==> config.mk <==
export PLATFORM = sky130hd
export DESIGN_NAME = mqtt_packet_deframer_unit_flat
export DESIGN_NICKNAME = d
export VERILOG_FILES = /design/src/rtl/mqttd_pkg.sv /design/src/rtl/mqttd_if.sv /design/src/rtl/mqttd_stage.sv /design/src/rtl/mqttd_tagger.sv /design/src/rtl/mqtt_packet_deframer_unit.sv /design/src/flat_wrapper.sv
export VERILOG_INCLUDE_DIRS = /design/src /design/src/rtl
export SDC_FILE = /design/constraint.sdc
export NUM_CORES = 1
export LEC_CHECK = 0
export BUFFER_PORTS_ARGS = -buffer_cell sky130_fd_sc_hd__buf_2
export CAP_MARGIN = 20
export CORE_UTILIZATION = 45
export DETAILED_ROUTE_END_ITERATION = 12
export HOLD_SLACK_MARGIN = 0.02
export PLACE_DENSITY = 0.6
export SLEW_MARGIN = 15
export SYNTH_ARGS = -nofsm -noshare
export SYNTH_HDL_FRONTEND = slang
export SYNTH_SLANG_ARGS = --single-unit
==> constraint.sdc <==
create_clock -name clk_i -period 6.4 [get_ports clk_i]
set_clock_uncertainty 0.05 [all_clocks]
set_input_delay 0.64 -clock clk_i [delete_from_list [all_inputs] [get_ports clk_i]]
set_output_delay 0.64 -clock clk_i [all_outputs]
set_load 0.1 [all_outputs]
==> src/rtl/mqtt_packet_deframer_unit_defines.svh <==
// Assertion macros for the deframer.
`ifndef MQTT_PACKET_DEFRAMER_UNIT_DEFINES_SVH
`define MQTT_PACKET_DEFRAMER_UNIT_DEFINES_SVH

`ifndef SYNTHESIS
`define MQTTD_ASSERT_IMPLY(label, clk, rst_n, ante, cons) \
  label: assert property (@(posedge clk) disable iff (!(rst_n)) (ante) |-> (cons)) \
    else $error("assertion failed: label");
`define MQTTD_ASSERT_NEXT(label, clk, rst_n, ante, cons) \
  label: assert property (@(posedge clk) disable iff (!(rst_n)) (ante) |=> (cons)) \
    else $error("assertion failed: label");
`else
`define MQTTD_ASSERT_IMPLY(label, clk, rst_n, ante, cons)
`define MQTTD_ASSERT_NEXT(label, clk, rst_n, ante, cons)
`endif

`endif

==> src/rtl/mqttd_pkg.sv <==
`timescale 1ns / 1ps
package mqttd_pkg;

  localparam logic [3:0] ROLE_HEADER    = 4'd0;
  localparam logic [3:0] ROLE_LENGTH    = 4'd1;
  localparam logic [3:0] ROLE_TOPIC_LEN = 4'd2;
  localparam logic [3:0] ROLE_TOPIC     = 4'd3;
  localparam logic [3:0] ROLE_PKT_ID    = 4'd4;
  localparam logic [3:0] ROLE_PAYLOAD   = 4'd5;
  localparam logic [3:0] ROLE_BODY      = 4'd6;
  localparam logic [3:0] ROLE_CONNACK   = 4'd7;
  localparam logic [3:0] ROLE_DISCARD   = 4'd8;

  localparam logic [1:0] ST_OK        = 2'd0;
  localparam logic [1:0] ST_MALFORMED = 2'd1;
  localparam logic [1:0] ST_TRUNCATED = 2'd2;
  localparam logic [1:0] ST_DISCARD   = 2'd3;

  localparam logic [3:0] TYPE_CONNACK = 4'd2;
  localparam logic [3:0] TYPE_PUBLISH = 4'd3;

  typedef struct packed {
    logic [7:0] byte_in;
    logic       start_of_stream;
  } in_item_t;

  typedef struct packed {
    logic [7:0]  byte_out;
    logic [3:0]  role;
    logic [3:0]  packet_type;
    logic [3:0]  packet_flags;
    logic        retain;
    logic [27:0] body_length;
    logic        last_of_packet;
    logic [1:0]  status;
  } out_item_t;

endpackage

==> src/rtl/mqttd_if.sv <==
`timescale 1ns / 1ps
interface mqttd_byte_if;
  logic       valid;
  logic       ready;
  logic [7:0] byte_in;
  logic       start_of_stream;

  modport source (output valid, output byte_in, output start_of_stream, input ready);
  modport sink (input valid, input byte_in, input start_of_stream, output ready);
endinterface

interface mqttd_tag_if;
  logic        valid;
  logic        ready;
  logic [7:0]  byte_out;
  logic [3:0]  role;
  logic [3:0]  packet_type;
  logic [3:0]  packet_flags;
  logic        retain;
  logic [27:0] body_length;
  logic        last_of_packet;
  logic [1:0]  status;

  modport source (output valid, output byte_out, output role, output packet_type,
                  output packet_flags, output retain, output body_length,
                  output last_of_packet, output status, input ready);
  modport sink (input valid, input byte_out, input role, input packet_type,
                input packet_flags, input retain, input body_length,
                input last_of_packet, input status, output ready);
endinterface

==> src/rtl/mqttd_stage.sv <==
`timescale 1ns / 1ps
module mqttd_stage #(
  parameter type T = logic
) (
  input  logic clk_i,
  input  logic rst_ni,
  input  logic valid_i,
  output logic ready_o,
  input  T     data_i,
  output logic valid_o,
  input  logic ready_i,
  output T     data_o
);

  logic valid_q;
  T     data_q;

  // take a new word when empty, or whenever the held one leaves in the same cycle
  assign ready_o = !valid_q || ready_i;
  assign valid_o = valid_q;
  assign data_o  = data_q;

  always_ff @(posedge clk_i or negedge rst_ni) begin
    if (!rst_ni) begin
      valid_q <= 1'b0;
    end else if (ready_o) begin
      valid_q <= valid_i;
    end
  end

  always_ff @(posedge clk_i) begin
    if (ready_o && valid_i) begin
      data_q <= data_i;
    end
  end

endmodule

==> src/rtl/mqttd_tagger.sv <==
`timescale 1ns / 1ps
module mqttd_tagger import mqttd_pkg::*; #(
  parameter int MAX_LENGTH_BYTES = 4
) (
  input  logic      clk_i,
  input  logic      rst_ni,
  input  logic      fire_i,
  input  in_item_t  item_i,
  output out_item_t res_o
);

  localparam logic [2:0] PH_HEADER    = 3'd0;
  localparam logic [2:0] PH_LENGTH    = 3'd1;
  localparam logic [2:0] PH_TOPIC_LEN = 3'd2;
  localparam logic [2:0] PH_TOPIC     = 3'd3;
  localparam logic [2:0] PH_PKT_ID    = 3'd4;
  localparam logic [2:0] PH_PAYLOAD   = 3'd5;
  localparam logic [2:0] PH_BODY      = 3'd6;
  localparam logic [2:0] PH_DISCARD   = 3'd7;

  logic [2:0]  phase_q, phase_d, phase_c;
  logic [27:0] accum_q, accum_d, accum_c;
  logic [2:0]  lbs_q, lbs_d, lbs_c;
  logic [27:0] remain_q, remain_d, remain_c;
  logic [3:0]  type_q, type_d, type_c;
  logic [3:0]  flags_q, flags_d, flags_c;
  logic [15:0] topic_q, topic_d, topic_c;
  logic [7:0]  tlen_hi_q, tlen_hi_d, tlen_hi_c;
  logic [1:0]  sub_q, sub_d, sub_c;
  logic        err_q, err_d, err_c;

  logic [7:0]  b;
  logic [27:0] addend;
  logic [2:0]  after_topic;
  logic [3:0]  role;
  logic [1:0]  status;
  logic        last;
  logic        incomplete;

  assign b = item_i.byte_in;

  always_comb begin
    // start of stream clears everything before this word
    if (item_i.start_of_stream) begin
      phase_c   = PH_HEADER;
      accum_c   = '0;
      lbs_c     = '0;
      remain_c  = '0;
      type_c    = '0;
      flags_c   = '0;
      topic_c   = '0;
      tlen_hi_c = '0;
      sub_c     = '0;
      err_c     = 1'b0;
    end else begin
      phase_c   = phase_q;
      accum_c   = accum_q;
      lbs_c     = lbs_q;
      remain_c  = remain_q;
      type_c    = type_q;
      flags_c   = flags_q;
      topic_c   = topic_q;
      tlen_hi_c = tlen_hi_q;
      sub_c     = sub_q;
      err_c     = err_q;
    end
  end

  always_comb begin
    case (lbs_c[1:0])
      2'd0:    addend = {21'd0, b[6:0]};
      2'd1:    addend = {14'd0, b[6:0], 7'd0};
      2'd2:    addend = {7'd0, b[6:0], 14'd0};
      default: addend = {b[6:0], 21'd0};
    endcase
  end

  assign after_topic = (flags_c[2:1] != 2'd0) ? PH_PKT_ID : PH_PAYLOAD;

  always_comb begin
    phase_d    = phase_c;
    accum_d    = accum_c;
    lbs_d      = lbs_c;
    remain_d   = remain_c;
    type_d     = type_c;
    flags_d    = flags_c;
    topic_d    = topic_c;
    tlen_hi_d  = tlen_hi_c;
    sub_d      = sub_c;
    err_d      = err_c;
    role       = ROLE_HEADER;
    status     = ST_OK;
    last       = 1'b0;
    incomplete = 1'b0;

    if (err_c || phase_c == PH_DISCARD) begin
      err_d   = 1'b1;
      phase_d = PH_DISCARD;
      role    = ROLE_DISCARD;
      status  = ST_DISCARD;
    end else if (phase_c == PH_HEADER) begin
      type_d  = b[7:4];
      flags_d = b[3:0];
      accum_d = '0;
      lbs_d   = '0;
      role    = ROLE_HEADER;
      phase_d = PH_LENGTH;
    end else if (phase_c == PH_LENGTH) begin
      role = ROLE_LENGTH;
      if (lbs_c < 3'd4) begin
        accum_d = accum_c + addend;
      end
      lbs_d = lbs_c + 3'd1;
      if (b[7]) begin
        if (lbs_d >= 3'(MAX_LENGTH_BYTES)) begin
          status  = ST_MALFORMED;
          err_d   = 1'b1;
          phase_d = PH_DISCARD;
        end
      end else begin
        remain_d = accum_d;
        sub_d    = '0;
        if (accum_d == '0) begin
          last = 1'b1;
          if (type_c == TYPE_PUBLISH) begin
            status = ST_TRUNCATED;
          end
          phase_d = PH_HEADER;
        end else if (type_c == TYPE_PUBLISH) begin
          phase_d = PH_TOPIC_LEN;
        end else begin
          phase_d = PH_BODY;
        end
      end
    end else begin
      case (phase_c)
        PH_TOPIC_LEN: begin
          role = ROLE_TOPIC_LEN;
          if (sub_c == 2'd0) begin
            tlen_hi_d  = b;
            sub_d      = 2'd1;
            incomplete = 1'b1;
          end else begin
            topic_d = {tlen_hi_c, b};
            sub_d   = 2'd0;
            if (topic_d != '0) begin
              phase_d    = PH_TOPIC;
              incomplete = 1'b1;
            end else begin
              phase_d    = after_topic;
              incomplete = (after_topic == PH_PKT_ID);
            end
          end
        end
        PH_TOPIC: begin
          role    = ROLE_TOPIC;
          topic_d = topic_c - 16'd1;
          if (topic_d == '0) begin
            phase_d    = after_topic;
            incomplete = (after_topic == PH_PKT_ID);
          end else begin
            incomplete = 1'b1;
          end
        end
        PH_PKT_ID: begin
          role = ROLE_PKT_ID;
          if (sub_c == 2'd0) begin
            sub_d      = 2'd1;
            incomplete = 1'b1;
          end else begin
            sub_d   = 2'd0;
            phase_d = PH_PAYLOAD;
          end
        end
        PH_PAYLOAD: begin
          role = ROLE_PAYLOAD;
        end
        default: begin
          role = ROLE_BODY;
          if (type_c == TYPE_CONNACK) begin
            if (sub_c == 2'd1) begin
              role = ROLE_CONNACK;
            end
            if (sub_c < 2'd2) begin
              sub_d = sub_c + 2'd1;
            end
          end
        end
      endcase
      remain_d = remain_c - 28'd1;
      if (remain_d == '0) begin
        last = 1'b1;
        if (type_c == TYPE_PUBLISH && incomplete) begin
          status = ST_TRUNCATED;
        end
        phase_d = PH_HEADER;
        sub_d   = '0;
      end
    end
  end

  always_comb begin
    res_o.byte_out       = b;
    res_o.role           = role;
    res_o.packet_type    = type_d;
    res_o.packet_flags   = flags_d;
    res_o.retain         = flags_d[0];
    res_o.body_length    = accum_d;
    res_o.last_of_packet = last;
    res_o.status         = status;
  end

  always_ff @(posedge clk_i or negedge rst_ni) begin
    if (!rst_ni) begin
      phase_q   <= PH_HEADER;
      accum_q   <= '0;
      lbs_q     <= '0;
      remain_q  <= '0;
      type_q    <= '0;
      flags_q   <= '0;
      topic_q   <= '0;
      tlen_hi_q <= '0;
      sub_q     <= '0;
      err_q     <= 1'b0;
    end else if (fire_i) begin
      phase_q   <= phase_d;
      accum_q   <= accum_d;
      lbs_q     <= lbs_d;
      remain_q  <= remain_d;
      type_q    <= type_d;
      flags_q   <= flags_d;
      topic_q   <= topic_d;
      tlen_hi_q <= tlen_hi_d;
      sub_q     <= sub_d;
      err_q     <= err_d;
    end
  end

endmodule

==> src/rtl/mqtt_packet_deframer_unit.sv <==
`timescale 1ns / 1ps
// Channel   Dir  Word
// byte_i    in   one received stream byte, start_of_stream flag
// tag_o     out  byte, role, type, flags, retain, length, last, status
//
// One word per cycle sustained while tag_o is ready; a word in the input register moves
// to the result register once that register has room, and is offered on tag_o from then.
// Parser state advances once per word as it moves from input to result register.
// rst_ni empties both registers and clears the parser state at once; no clearing pass.
// A stall on tag_o fills the result register, then the input register, then
// drops byte_i.ready.
`include "mqtt_packet_deframer_unit_defines.svh"
module mqtt_packet_deframer_unit import mqttd_pkg::*; #(
  parameter int MAX_LENGTH_BYTES = 4
) (
  input  logic          clk_i,
  input  logic          rst_ni,
  mqttd_byte_if.sink    byte_i,
  mqttd_tag_if.source   tag_o
);

  in_item_t  in_item;
  in_item_t  mid_item;
  out_item_t res_item;
  out_item_t out_item;
  logic      mid_valid;
  logic      mid_ready;
  logic      out_valid;

  assign in_item.byte_in         = byte_i.byte_in;
  assign in_item.start_of_stream = byte_i.start_of_stream;

  mqttd_stage #(.T(in_item_t)) u_in_stage (
    .clk_i   (clk_i),
    .rst_ni  (rst_ni),
    .valid_i (byte_i.valid),
    .ready_o (byte_i.ready),
    .data_i  (in_item),
    .valid_o (mid_valid),
    .ready_i (mid_ready),
    .data_o  (mid_item)
  );

  mqttd_tagger #(.MAX_LENGTH_BYTES(MAX_LENGTH_BYTES)) u_tagger (
    .clk_i  (clk_i),
    .rst_ni (rst_ni),
    .fire_i (mid_valid && mid_ready),
    .item_i (mid_item),
    .res_o  (res_item)
  );

  mqttd_stage #(.T(out_item_t)) u_out_stage (
    .clk_i   (clk_i),
    .rst_ni  (rst_ni),
    .valid_i (mid_valid),
    .ready_o (mid_ready),
    .data_i  (res_item),
    .valid_o (out_valid),
    .ready_i (tag_o.ready),
    .data_o  (out_item)
  );

  assign tag_o.valid          = out_valid;
  assign tag_o.byte_out       = out_item.byte_out;
  assign tag_o.role           = out_item.role;
  assign tag_o.packet_type    = out_item.packet_type;
  assign tag_o.packet_flags   = out_item.packet_flags;
  assign tag_o.retain         = out_item.retain;
  assign tag_o.body_length    = out_item.body_length;
  assign tag_o.last_of_packet = out_item.last_of_packet;
  assign tag_o.status         = out_item.status;

  // a word moving out of the input register lands in the result register
  `MQTTD_ASSERT_NEXT(a_word_lands, clk_i, rst_ni, mid_valid && mid_ready, out_valid)
  // malformed length is reported on a length byte, never as packet end
  `MQTTD_ASSERT_IMPLY(a_malformed_on_length, clk_i, rst_ni,
    out_valid && out_item.status == ST_MALFORMED,
    out_item.role == ROLE_LENGTH && !out_item.last_of_packet)
  // a discarded byte always reports the discarding status
  `MQTTD_ASSERT_IMPLY(a_discard_status, clk_i, rst_ni,
    out_valid && out_item.role == ROLE_DISCARD, out_item.status == ST_DISCARD)
  // after a malformed length, the next word without a fresh stream is discarded
  `MQTTD_ASSERT_NEXT(a_error_sticks, clk_i, rst_ni,
    mid_valid && mid_ready && res_item.status == ST_MALFORMED,
    !(mid_valid && mid_ready && !mid_item.start_of_stream) ||
    res_item.role == ROLE_DISCARD)

endmodule
==> src/flat_wrapper.sv <==
// flat-port wrapper written by rule: the top's interface ports become plain ports
module mqtt_packet_deframer_unit_flat import mqttd_pkg::*;
#(
  parameter int MAX_LENGTH_BYTES = 4
)
  (clk_i, rst_ni, byte_i_valid, byte_i_byte_in, byte_i_start_of_stream, byte_i_ready, tag_o_valid, tag_o_byte_out, tag_o_role, tag_o_packet_type, tag_o_packet_flags, tag_o_retain, tag_o_body_length, tag_o_last_of_packet, tag_o_status, tag_o_ready);
  mqttd_byte_if byte_i_i ();
  mqttd_tag_if tag_o_i ();
  input  logic clk_i;
  input  logic rst_ni;
  input wire logic [$bits(byte_i_i.valid)-1:0] byte_i_valid;
  input wire logic [$bits(byte_i_i.byte_in)-1:0] byte_i_byte_in;
  input wire logic [$bits(byte_i_i.start_of_stream)-1:0] byte_i_start_of_stream;
  output wire logic [$bits(byte_i_i.ready)-1:0] byte_i_ready;
  output wire logic [$bits(tag_o_i.valid)-1:0] tag_o_valid;
  output wire logic [$bits(tag_o_i.byte_out)-1:0] tag_o_byte_out;
  output wire logic [$bits(tag_o_i.role)-1:0] tag_o_role;
  output wire logic [$bits(tag_o_i.packet_type)-1:0] tag_o_packet_type;
  output wire logic [$bits(tag_o_i.packet_flags)-1:0] tag_o_packet_flags;
  output wire logic [$bits(tag_o_i.retain)-1:0] tag_o_retain;
  output wire logic [$bits(tag_o_i.body_length)-1:0] tag_o_body_length;
  output wire logic [$bits(tag_o_i.last_of_packet)-1:0] tag_o_last_of_packet;
  output wire logic [$bits(tag_o_i.status)-1:0] tag_o_status;
  input wire logic [$bits(tag_o_i.ready)-1:0] tag_o_ready;
  assign byte_i_i.valid = byte_i_valid;
  assign byte_i_i.byte_in = byte_i_byte_in;
  assign byte_i_i.start_of_stream = byte_i_start_of_stream;
  assign byte_i_ready = byte_i_i.ready;
  assign tag_o_valid = tag_o_i.valid;
  assign tag_o_byte_out = tag_o_i.byte_out;
  assign tag_o_role = tag_o_i.role;
  assign tag_o_packet_type = tag_o_i.packet_type;
  assign tag_o_packet_flags = tag_o_i.packet_flags;
  assign tag_o_retain = tag_o_i.retain;
  assign tag_o_body_length = tag_o_i.body_length;
  assign tag_o_last_of_packet = tag_o_i.last_of_packet;
  assign tag_o_status = tag_o_i.status;
  assign tag_o_i.ready = tag_o_ready;
  mqtt_packet_deframer_unit #(.MAX_LENGTH_BYTES(MAX_LENGTH_BYTES)) u_core (.clk_i(clk_i), .rst_ni(rst_ni), .byte_i(byte_i_i), .tag_o(tag_o_i));
endmodule
**Word level (Yosys, flattened, before mapping)**

Index checks and enable logic that the tools add are counted.

- Add/sub/neg operators: 5
- Order comparisons: 3
- Equal/unequal tests: 12
- Mux-type cells: 91
- Reduce and logical (&&, ||, !) cells: 20

Operator list:

| cell | number |
|---|---|
| $mux 28 | 13 |
| $pmux 28 s3 | 1 |
| $mux 16 | 5 |
| $logic_not 28->1 | 2 |
| $mux 3 | 18 |
| $mux 8 | 6 |
| $pmux 16 s2 | 1 |
| $mux 2 | 15 |
| $add 28x28->28 | 1 |
| $sub 28x1->28 const B | 1 |
| $mux 4 | 6 |
| $mux 1 | 22 |
| $logic_not 16->1 | 1 |
| $reduce_bool 16->1 | 1 |
| $sub 16x1->16 const B | 1 |
| $eq 3x3->1 const B | 4 |
| $pmux 3 s4 | 1 |
| $pmux 3 s3 | 1 |
| $eq 4x2->1 const B | 2 |
| $eq 3x2->1 const B | 2 |
| $reduce_or 2->1 | 3 |
| $eq 2x1->1 const B | 2 |
| $logic_not 2->1 | 2 |
| $pmux 2 s2 | 1 |
| 14 further kinds | 19 |

- Register bits after elaboration: 160
- Bits of input ports: 13

**Depth between registers and ports, before layout**

Gate-level depths: netlist (run 1).

- Word-level depth: 15
- Gate-level depth with buffers: 19

**Cells and area by module**

From an unflattened synthesis (run 1), not the netlist that was laid out.

- Cells, all modules: 1334
- Area, all modules: 11275.8 sq um

By module, submodules not included:

| module | instances | cells each | area each (sq um) | sequential area each (sq um) |
|---|---|---|---|---|
| mqttd_tagger | 1 | 1264 | 9330.2 | 2427.3 |
| mqttd_stage (u_core.u_out_stage) | 1 | 56 | 1615.3 | 1586.5 |
| mqttd_stage (u_core.u_in_stage) | 1 | 13 | 324.1 | 295.3 |
| mqtt_packet_deframer_unit | 1 | 1 | 6.3 | 0.0 |

**Worst setup path after synthesis (run 1)**

Ideal clock, no wire load.

- Path kind: register -> register
- Start point: register u_core.u_in_stage.data_q (netlist bit u_core.u_in_stage.data_o[0])
- End point: register u_core.u_out_stage.data_q (netlist bit u_core.u_out_stage.data_o[1]) (data pin)
- Library setup time: 0.147 ns
- Arrival time: 4.925 ns
- Path slack: 1.278 ns
- Stages on the path, launching flop included: 20
- Cell sequence: edfxtp_1 -> buf_2 -> clkinv_1 -> clkbuf_1 -> clkbuf_1 -> clkbuf_1 -> o21ai_0 -> and2_1 -> ha_1 -> fa_1 -> a211oi_2 -> o211ai_2 -> a31oi_4 -> o31ai_1 -> a311oi_2 -> xor2_1 -> a21oi_1 -> or4_1 -> or4b_1 -> o21bai_1

- Longest elaborated chain between the ends: 15
- Elaborated cells on any way between the ends: 54
- Classes of those cells: add/sub (3); order compare (1); eq/ne (9); mux (31); reduce/logical (10)

Ends and longest elaborated chain:

| what | RTL line | source |
|---|---|---|
| from (decl) | mqttd_stage.sv:16 | `T data_q;` |
| from (signal assigned) | mqttd_stage.sv:33 | `data_q <= data_i;` |
| parallel branches: the longest is 15 deep, another holds $add 28x28->28 | - |  |
| to (signal assigned) | mqttd_stage.sv:33 |  |
| to (decl) | mqttd_stage.sv:16 |  |

Several ways; the timed one is not identified. The select of a mux whose other input is x is not followed.
A chain may end at the register's enable or synchronous reset.

**Worst setup path after layout (run 1)**

- Start point: register u_core.u_in_stage.data_q (netlist bit u_core.u_in_stage.data_o[0])
- End point: register u_core.u_out_stage.data_q (netlist bit u_core.u_out_stage.data_o[2]) (data pin)

- Longest elaborated chain between the ends: 12
- Elaborated cells on any way between the ends: 27
- Classes of those cells: add/sub (2); order compare (1); eq/ne (4); mux (14); reduce/logical (6)

Ends and longest elaborated chain:

| what | RTL line | source |
|---|---|---|
| $mux 3 | mqttd_tagger.sv:44 | `if (item_i.start_of_stream) begin` |
| $eq 2x2->1, or another cell as far along | mqttd_tagger.sv:70 | `case (lbs_c[1:0])` |
| $pmux 28 s3 | mqttd_tagger.sv:70 |  |
| $add 28x28->28 | mqttd_tagger.sv:111 | `accum_d = accum_c + addend;` |
| $mux 28 | mqttd_tagger.sv:110 | `if (lbs_c < 3'd4) begin` |
| $mux 28 | mqttd_tagger.sv:108 | `end else if (phase_c == PH_LENGTH) begin` |
| $mux 28 | mqttd_tagger.sv:101 | `end else if (phase_c == PH_HEADER) begin` |
| $mux 28 | mqttd_tagger.sv:96 | `if (err_c \|\| phase_c == PH_DISCARD) begin` |
| $logic_not 28->1 | mqttd_tagger.sv:123 | `if (accum_d == '0) begin` |
| $mux 1 | mqttd_tagger.sv:123 |  |
| $mux 1 | mqttd_tagger.sv:114 | `if (b[7]) begin` |
| $mux 1 | mqttd_tagger.sv:108 |  |

Several ways; a longest one is shown, not always the timed one. The select of a mux whose other input is x is not followed.

==> results of run 1 <==
-- logic make-up after synthesis --
| group | after synthesis | synth area share, % |
|---|---|---|
| and+or+nand+nor | 547 | 23.8 |
| AOI/OAI and AO/OA | 420 | 24.1 |
| adders and majority gates | 34 | 3.88 |
| muxes | 39 | 3.78 |
| buffers and inverters | 109 | 3.89 |
| DFF | 159 | 38.3 |
| xor gates and xnor gates | 29 | 2.27 |
-- routing by layer --
metal	vias to the layer above	GRT usage, %	routed length, um
met5	-	0	0
met4	0	8.04	703
met3	48	5.03	2860
met2	445	43.9	16600
met1	5225	43.0	17100
li1	4983	-	-
-- state kept, by name, indices dropped and copies added, names as in the netlist, 2 cells and up --
name                       cells
u_core.u_out_stage.data_o     51
u_core.u_tagger.accum_q       28
u_core.u_tagger.remain_q      28
u_core.u_tagger.topic_q       16
u_core.u_in_stage.data_o       9
u_core.u_tagger.tlen_hi_q      8
u_core.u_tagger.flags_q        4
u_core.u_tagger.type_q         4
u_core.u_tagger.lbs_q          3
u_core.u_tagger.phase_q        3
u_core.u_tagger.sub_q          2
-- layout make-up --
class / count / area (um2)
Sequential cell: 159 / 4280
Inverter: 21 / 81.3
Timing Repair Buffer: 92 / 532
Fill cell: 2323 / 11900
Clock buffer: 17 / 425
Tap cell: 324 / 405
Multi-Input combinational cell: 1069 / 6460
Clock inverter: 15 / 213
-- worst max-delay path, delay by kind of cell (launching register included) --
kind | cells | cell delay (ns)
flip-flops | 1 | 0.67
AO/OA/AOI/OAI | 6 | 1.29
XOR/XNOR | 1 | 0.16
AND/OR/NAND/NOR | 5 | 2.58
adder cells (fa/ha/maj) | 1 | 0.31
-- worst min path at each step --
stage                                              endpoint  cells past startpoint  slack, ns
floorplan             u_core.u_in_stage.valid_o$_DFFE_PN0N_                      0       0.29
global placement    u_core.u_tagger.accum_q[26]$_DFFE_PN0P_                      2       0.40
detailed placement  u_core.u_tagger.accum_q[22]$_DFFE_PN0P_                      2       0.41
CTS                 u_core.u_tagger.accum_q[11]$_DFFE_PN0P_                      1       0.11
global route        u_core.u_tagger.accum_q[15]$_DFFE_PN0P_                      1       0.13
finish              u_core.u_tagger.accum_q[15]$_DFFE_PN0P_                      1        0.1
-- power by group --
part           internal (W)  total, W  switching (W)
Sequential          0.00124   0.00151       0.000265
Combinational      0.000546   0.00172        0.00118
Clock              0.000571   0.00110       0.000531
-- layout by cell type (no fill, tap or decap), types with 10 or more instances in the layout --
cell	n
a22o_1	32
mux2_2	25
nor2_1	100
ha_1	33
and3_1	13
a21oi_1	99
or3_1	15
dfrtp_1	99
buf_4	26
edfxtp_1	60
nor4_1	15
o21ai_0	138
nand2_1	203
and2_1	29
buf_2	65
mux2i_1	14
nor3_1	47
clkbuf_16	17
nand3_1	25
a31oi_1	15
nand2b_1	12
nand4_1	12
xor2_1	12
nor2b_1	34
inv_1	18
a22oi_1	10
xnor2_1	17
-- per-stage QoR --
stage	power (W)	worst slack [ns]	hold WS (ns)
after global placement	0.00319	1.32	0.403
after detailed placement	0.00321	1.32	0.405
after global routing	0.00458	0.854	0.130
after CTS	0.00431	1.26	0.109
final	0.00434	1.17	0.0986
after floorplan	0.00278	1.28	0.294
==> run_results.csv, run 1 <==
group,metric,value,unit
status,status,"complete, no violations",
synth,synth_cells,1337,
floorplan,coreArea,0.0243,mm2
drt,wl_per_cell,21.9,um
sta,slew_violations,0,
final_layout,fin_area,0.0124,mm2
sta,fmax,191,MHz
final_layout,drive_gt1_share,12.5,%
cts,clk_latency,0.45,ns
synth,ys_types,86,
global_routing,grt_start_max_net_pins,66,
cts,cts_hold_buf,0,
sta,finalWorstPathRequiredPeriod,5.23,ns
final_layout,syn_to_final_growth,11.0,%
sta,setup_viol_count_final,0,
synth,synth_edf_count,60,
cts,post_cts_buffers,0,
cts,clk_pin_slew,0.08,ns
placement,gp_congestion,0.967,
synth,yosysWarnings,0,
drt,drtIter0Drc,1320,
power_and_ir_drop,max-vdd-ir-drop,0.000153,V
cts,cts_tree,"done",
synth,async_flop_share,62.3,%
global_routing,antenna_found_initial,0,
run,drv_cap,0,
drt,antenna_left,0,
sta,hold_viol,0,
synth,post-synth-top-count-cell,"nand2_1",
synth,synth_common_cells,"203 x nand2_1, 138 x o21ai_0, 102 x nor2_1",
sta,fin_crit_sh,81.8,%
setup_path,end_kind,"flop",
floorplan,io_pins,67,
final_layout,antenna_cells,0,
setup_path,reg2reg_from,"u_core.u_in_stage.data_o[0]$_DFFE_PP_",
setup_path,startpoint,"u_core.u_in_stage.data_o[0]$_DFFE_PP_",
setup_path,worstPathArrival,5.47,ns
synth,ys.flop_type,"dfrtp_1",
floorplan,rows,57,
global_routing,grt_pass1_vias,9785,
setup_path,r2r_cells,13,
cts,root_buffer,"clkbuf_16",
synth,yosys-top-cells-area,"dfrtp_1 22%, edfxtp_1 16%, nand2_1 6.8%",
drt,vias_per_cell,6.31,
power_and_ir_drop,leakage,5.18,nW
setup_path,worstPathRequired,6.64,ns
final_layout,nets,1407,
global_routing,grt_pass1_wl,57500,um
floorplan,initial_core_util,45.9,%
setup_path,crit_path_top_delay_cell,"nor3b_1",
min_path,hold_path.class,"input pin to async pin",
sta,tns,0,ns
power_and_ir_drop,pwr_density_cell,350,mW/mm2
drt,via_count,10700,
drt,wirelength,37200,um
synth,syn-cell-area,0.0112,mm2
cts,numCtsBuffers,17,
synth,syn_avg_cell_area,8.35,um2
setup_path,crit_chain,"nor3b_1 > and2_1 > ha_1 > a21oi_1 > o21ai_0 > o2bb2ai_1 > nor3_1 > o21bai_1 > xor2_1 > a22o_1 > or4_1 > or4b_1 > a21oi_1",
placement,post-place-cells,1665,
placement,dp_hpwl,25700,um
cts,cts_resized,0,
synth,synth_top_area_share,22.2,%
floorplan,die_h,160,um
final_layout,fin_cells,1697,
placement,place_area,0.0118,mm2
sta,relSlewSlack,32.1,%
global_routing,track_usage,29.2,%
synth,synth.net_count,1384,
sta,worstMarginPinSlew,1.01,ns
setup_path,worstSetupPathType,"flop to flop",
final_layout,postLayoutCoreUtil,51.0,%
sta,rsz0062_at_grt,"no",
setup_path,slowest_delay,0.86,ns
drt,drt-pass1-iter-count,5,
drt,drcViolationCount,0,
setup_path,critPathLaunchType,"flop",
setup_path,crit_path_frequent_cell,"a21oi_1",
floorplan,die-area,0.0254,mm2
setup_path,r2r_setup_slack,1.17,ns
synth,yosysTopAreaCell,"dfrtp_1",
placement,io_buffers,66,
synth,yosysSeqAreaShare,38.3,%
setup_path,critPathMaxFanout,15,
setup_path,worstReg2RegEnd,"u_core.u_out_stage.data_o[2]$_SDFFCE_PP0P_",
floorplan,die-width,160,um
cts,htree_levels,4,
cts,cts_buffer_depth,2,
cts,cts.sinks,159,
setup_path,endpoint,"u_core.u_out_stage.data_o[2]$_SDFFCE_PP0P_",
synth,ys_seq_elements,159,
global_routing,overflow,0,
(Power assumes the default switching activity.)
==> run 2, diff against run 1 <==
- ABC_AREA: default -> 1
- clock period: 6.4 -> 4.86 ns (I/O delays scaled with it)
==> run 2 against run 1 <==
- the flow now finishes with violations (DRC)
- critical path depth rose by 8
- die area rose by 8.4%
- highest routed layer unchanged
- cell count rose by 32%
- worst hold slack improved by 0.0038 ns
- power increased by 64%
- non-clock buffer count fell by 7
- global-route usage rose by 2.3 points
- combinational power up 110%
- core utilization down 0.067 points
- clock power up 28%
- critical path type unchanged
- sequential cell count unchanged
- wire length rose by 15%
==> run_results.csv, run 2 <==
group,metric,value,unit
status,status,"complete, but fails checks",
status,failed_checks,"DRC",
final_layout,syn_to_final_growth,10.2,%
synth,synth_cells,1857,
setup_path,worstSetupPathType,"flop to flop",
synth,yosysTopAreaCell,"dfrtp_1",
power_and_ir_drop,max-vdd-ir-drop,0.000285,V
cts,cts.sinks,159,
synth,syn-cell-area,0.0121,mm2
final_layout,antenna_cells,0,
cts,clk_latency,0.45,ns
final_layout,final_cell_mix,"541 x nand2_1, 254 x nor2_1, 233 x inv_1",
drt,antenna_left,0,
synth,synth_top_area_share,20.5,%
synth,synth_common_cells,"542 x nand2_1, 254 x nor2_1, 233 x inv_1",
min_path,hold_path.class,"input pin to async pin",
synth,post-synth-top-count-cell,"nand2_1",
global_routing,grt_pass1_vias,11600,
sta,fmax,225,MHz
synth,ys.flop_type,"dfrtp_1",
synth,syn_avg_cell_area,6.52,um2
floorplan,die-width,166,um
power_and_ir_drop,leakage,6.55,nW
floorplan,coreArea,0.0262,mm2
setup_path,end_kind,"flop",
sta,slew_violations,0,
global_routing,overflow,0,
cts,root_buffer,"clkbuf_16",
floorplan,die_h,166,um
setup_path,reg2reg_from,"u_core.u_in_stage.data_o[0]$_DFFE_PP_",
global_routing,track_usage,31.5,%
floorplan,die-area,0.0276,mm2
synth,ys_seq_elements,159,
run,drv_cap,0,
global_routing,grt_start_max_net_pins,88,
placement,gp_congestion,0.966,
drt,wirelength,42800,um
setup_path,worstPathArrival,4.70,ns
synth,yosys-top-cells-area,"dfrtp_1 20%, nand2_1 17%, edfxtp_1 15%",
cts,cts_hold_buf,0,
placement,io_buffers,66,
synth,synth.net_count,1904,
drt,wl_per_cell,19.1,um
cts,post_cts_buffers,0,
sta,fin_crit_sh,91.6,%
setup_path,critPathMaxFanout,14,
sta,tns,0,ns
setup_path,worstReg2RegEnd,"u_core.u_out_stage.data_o[1]$_SDFFCE_PP1P_",
final_layout,drive_gt1_share,8.44,%
sta,setup_slack,0.410,ns
final_layout,largest_register_ffs,51,
drt,drt-pass1-iter-count,9,
sta,worstMarginPinSlew,0.971,ns
drt,via_count,12700,
synth,ys_types,47,
power_and_ir_drop,pwr_density_cell,531,mW/mm2
synth,async_flop_share,62.3,%
final_layout,final_common_cell,"nand2_1",
placement,dp_hpwl,31200,um
cts,clk_pin_slew,0.08,ns
setup_path,critPathLaunchType,"flop",
setup_path,worstPathRequired,5.11,ns
cts,cts_buffer_depth,2,
sta,rsz0062_at_grt,"no",
floorplan,io_pins,67,
cts,cts_tree,"done",
synth,synth_edf_count,60,
setup_path,r2r_cells,21,
cts,numCtsBuffers,17,
global_routing,grt_pass1_wl,66600,um
cts,htree_levels,4,
drt,drcViolationCount,7,
drt,vias_per_cell,5.65,
drt,drtIter0Drc,1118,
cts,cts_resized,0,
floorplan,rows,59,
floorplan,initial_core_util,46.2,%
final_layout,nets,1942,
sta,setup_viol_count_final,0,
setup_path,r2r_setup_slack,0.41,ns
placement,post-place-ws,0.611,ns
sta,relSlewSlack,35.2,%
global_routing,antenna_found_initial,0,
synth,yosysSeqAreaShare,35.3,%
sta,hold_viol,0,
synth,yosysWarnings,0,
sta,finalWorstPathRequiredPeriod,4.45,ns
## run 2: changes by cell type after synthesis, sizes merged, moves of 34 or more
cell   previous run  this run
nand3            25       110
nor2b            34         0
nor2            102       267
nor3             49        13
nand2           204       555
inv              19       242
## run 2: per-stage QoR
step | hold slack, ns | instance area [um2] | cells | total power, W | util [%]
after global routing | 0.147 | 13300 | 2243 | 0.00755 | 50.9
final | 0.102 | 13300 | 2243 | 0.00709 | 50.9
after CTS | 0.151 | 13300 | 2243 | 0.00706 | 50.9
after floorplan | 0.140 | 12100 | 1857 | 0.00470 | -
after detailed placement | 0.416 | 12700 | 2211 | 0.00564 | 48.6
after global placement | 0.410 | 12700 | 2211 | 0.00562 | 48.6
## run 2: critical path, cell delays in order, from the launching register on
cell      delay [ns]
edfxtp_1        0.72
buf_4           0.36
nor2_1          0.11
nand2_1         0.27
nor2_1          0.09
ha_1            0.42
nand2_1         0.14
nor2_1          0.15
inv_1           0.08
nor3_1          0.31
nand3_1         0.24
nand3_1         0.12
nand2_1         0.05
nand3_1         0.14
nand2_1         0.21
nor2_1          0.16
nand2_1         0.06
nor2_1          0.08
nand3_1         0.24
nand2_1         0.15
nand3_1         0.09
nand2_1         0.06
## run 2: kinds of logic after synthesis
kind of cell,share of synthesized area (%)
adders and majority gates,3.57
xor gates and xnor gates,0.785
DFF,35.3
AOI/OAI and AO/OA,16.5
buffers and inverters,10.0
and+or+nand+nor,33.8
## run 2: worst max path at each step
stage | startpoint | endpoint | slack [ns]
after global placement | u_core.u_in_stage.data_o[0]$_DFFE_PP_ | u_core.u_out_stage.data_o[1]$_SDFFCE_PP1P_ | 0.61
after detailed placement | u_core.u_in_stage.data_o[0]$_DFFE_PP_ | u_core.u_out_stage.data_o[1]$_SDFFCE_PP1P_ | 0.61
after CTS | u_core.u_in_stage.data_o[0]$_DFFE_PP_ | u_core.u_out_stage.data_o[1]$_SDFFCE_PP1P_ | 0.58
after floorplan | u_core.u_in_stage.data_o[0]$_DFFE_PP_ | u_core.u_out_stage.data_o[1]$_SDFFCE_PP1P_ | 1.13
final | u_core.u_in_stage.data_o[0]$_DFFE_PP_ | u_core.u_out_stage.data_o[1]$_SDFFCE_PP1P_ | 0.41
after global routing | u_core.u_in_stage.data_o[0]$_DFFE_PP_ | u_core.u_out_stage.data_o[1]$_SDFFCE_PP1P_ | 0.15
## run 2: final cells by class
| class | count | area [um2] |
|---|---|---|
| multi-input cells | 1387 | 6630 |
| inverters | 245 | 922 |
| repair buffers | 85 | 488 |
| flip-flops and latches | 159 | 4280 |
| well taps | 335 | 419 |
| clock buffers | 17 | 425 |
| fillers | 2704 | 12900 |
| clock inverters | 15 | 186 |
## run 2: report_power, final
part / internal, W / switching [W]
combinational: 0.000892 / 0.00280
clock: 0.000702 / 0.000708
sequential: 0.00180 / 0.000190
total: 0.00339 / 0.00370
## run 2: metal layers
layer	global-route usage, %	part of all wire (%)	vias to the layer above
li1	-	-	6156
met1	41.9	44	5921
met2	50.6	46	521
met3	5.41	7.0	80
met4	12.9	3.5	0
met5	0	0	-
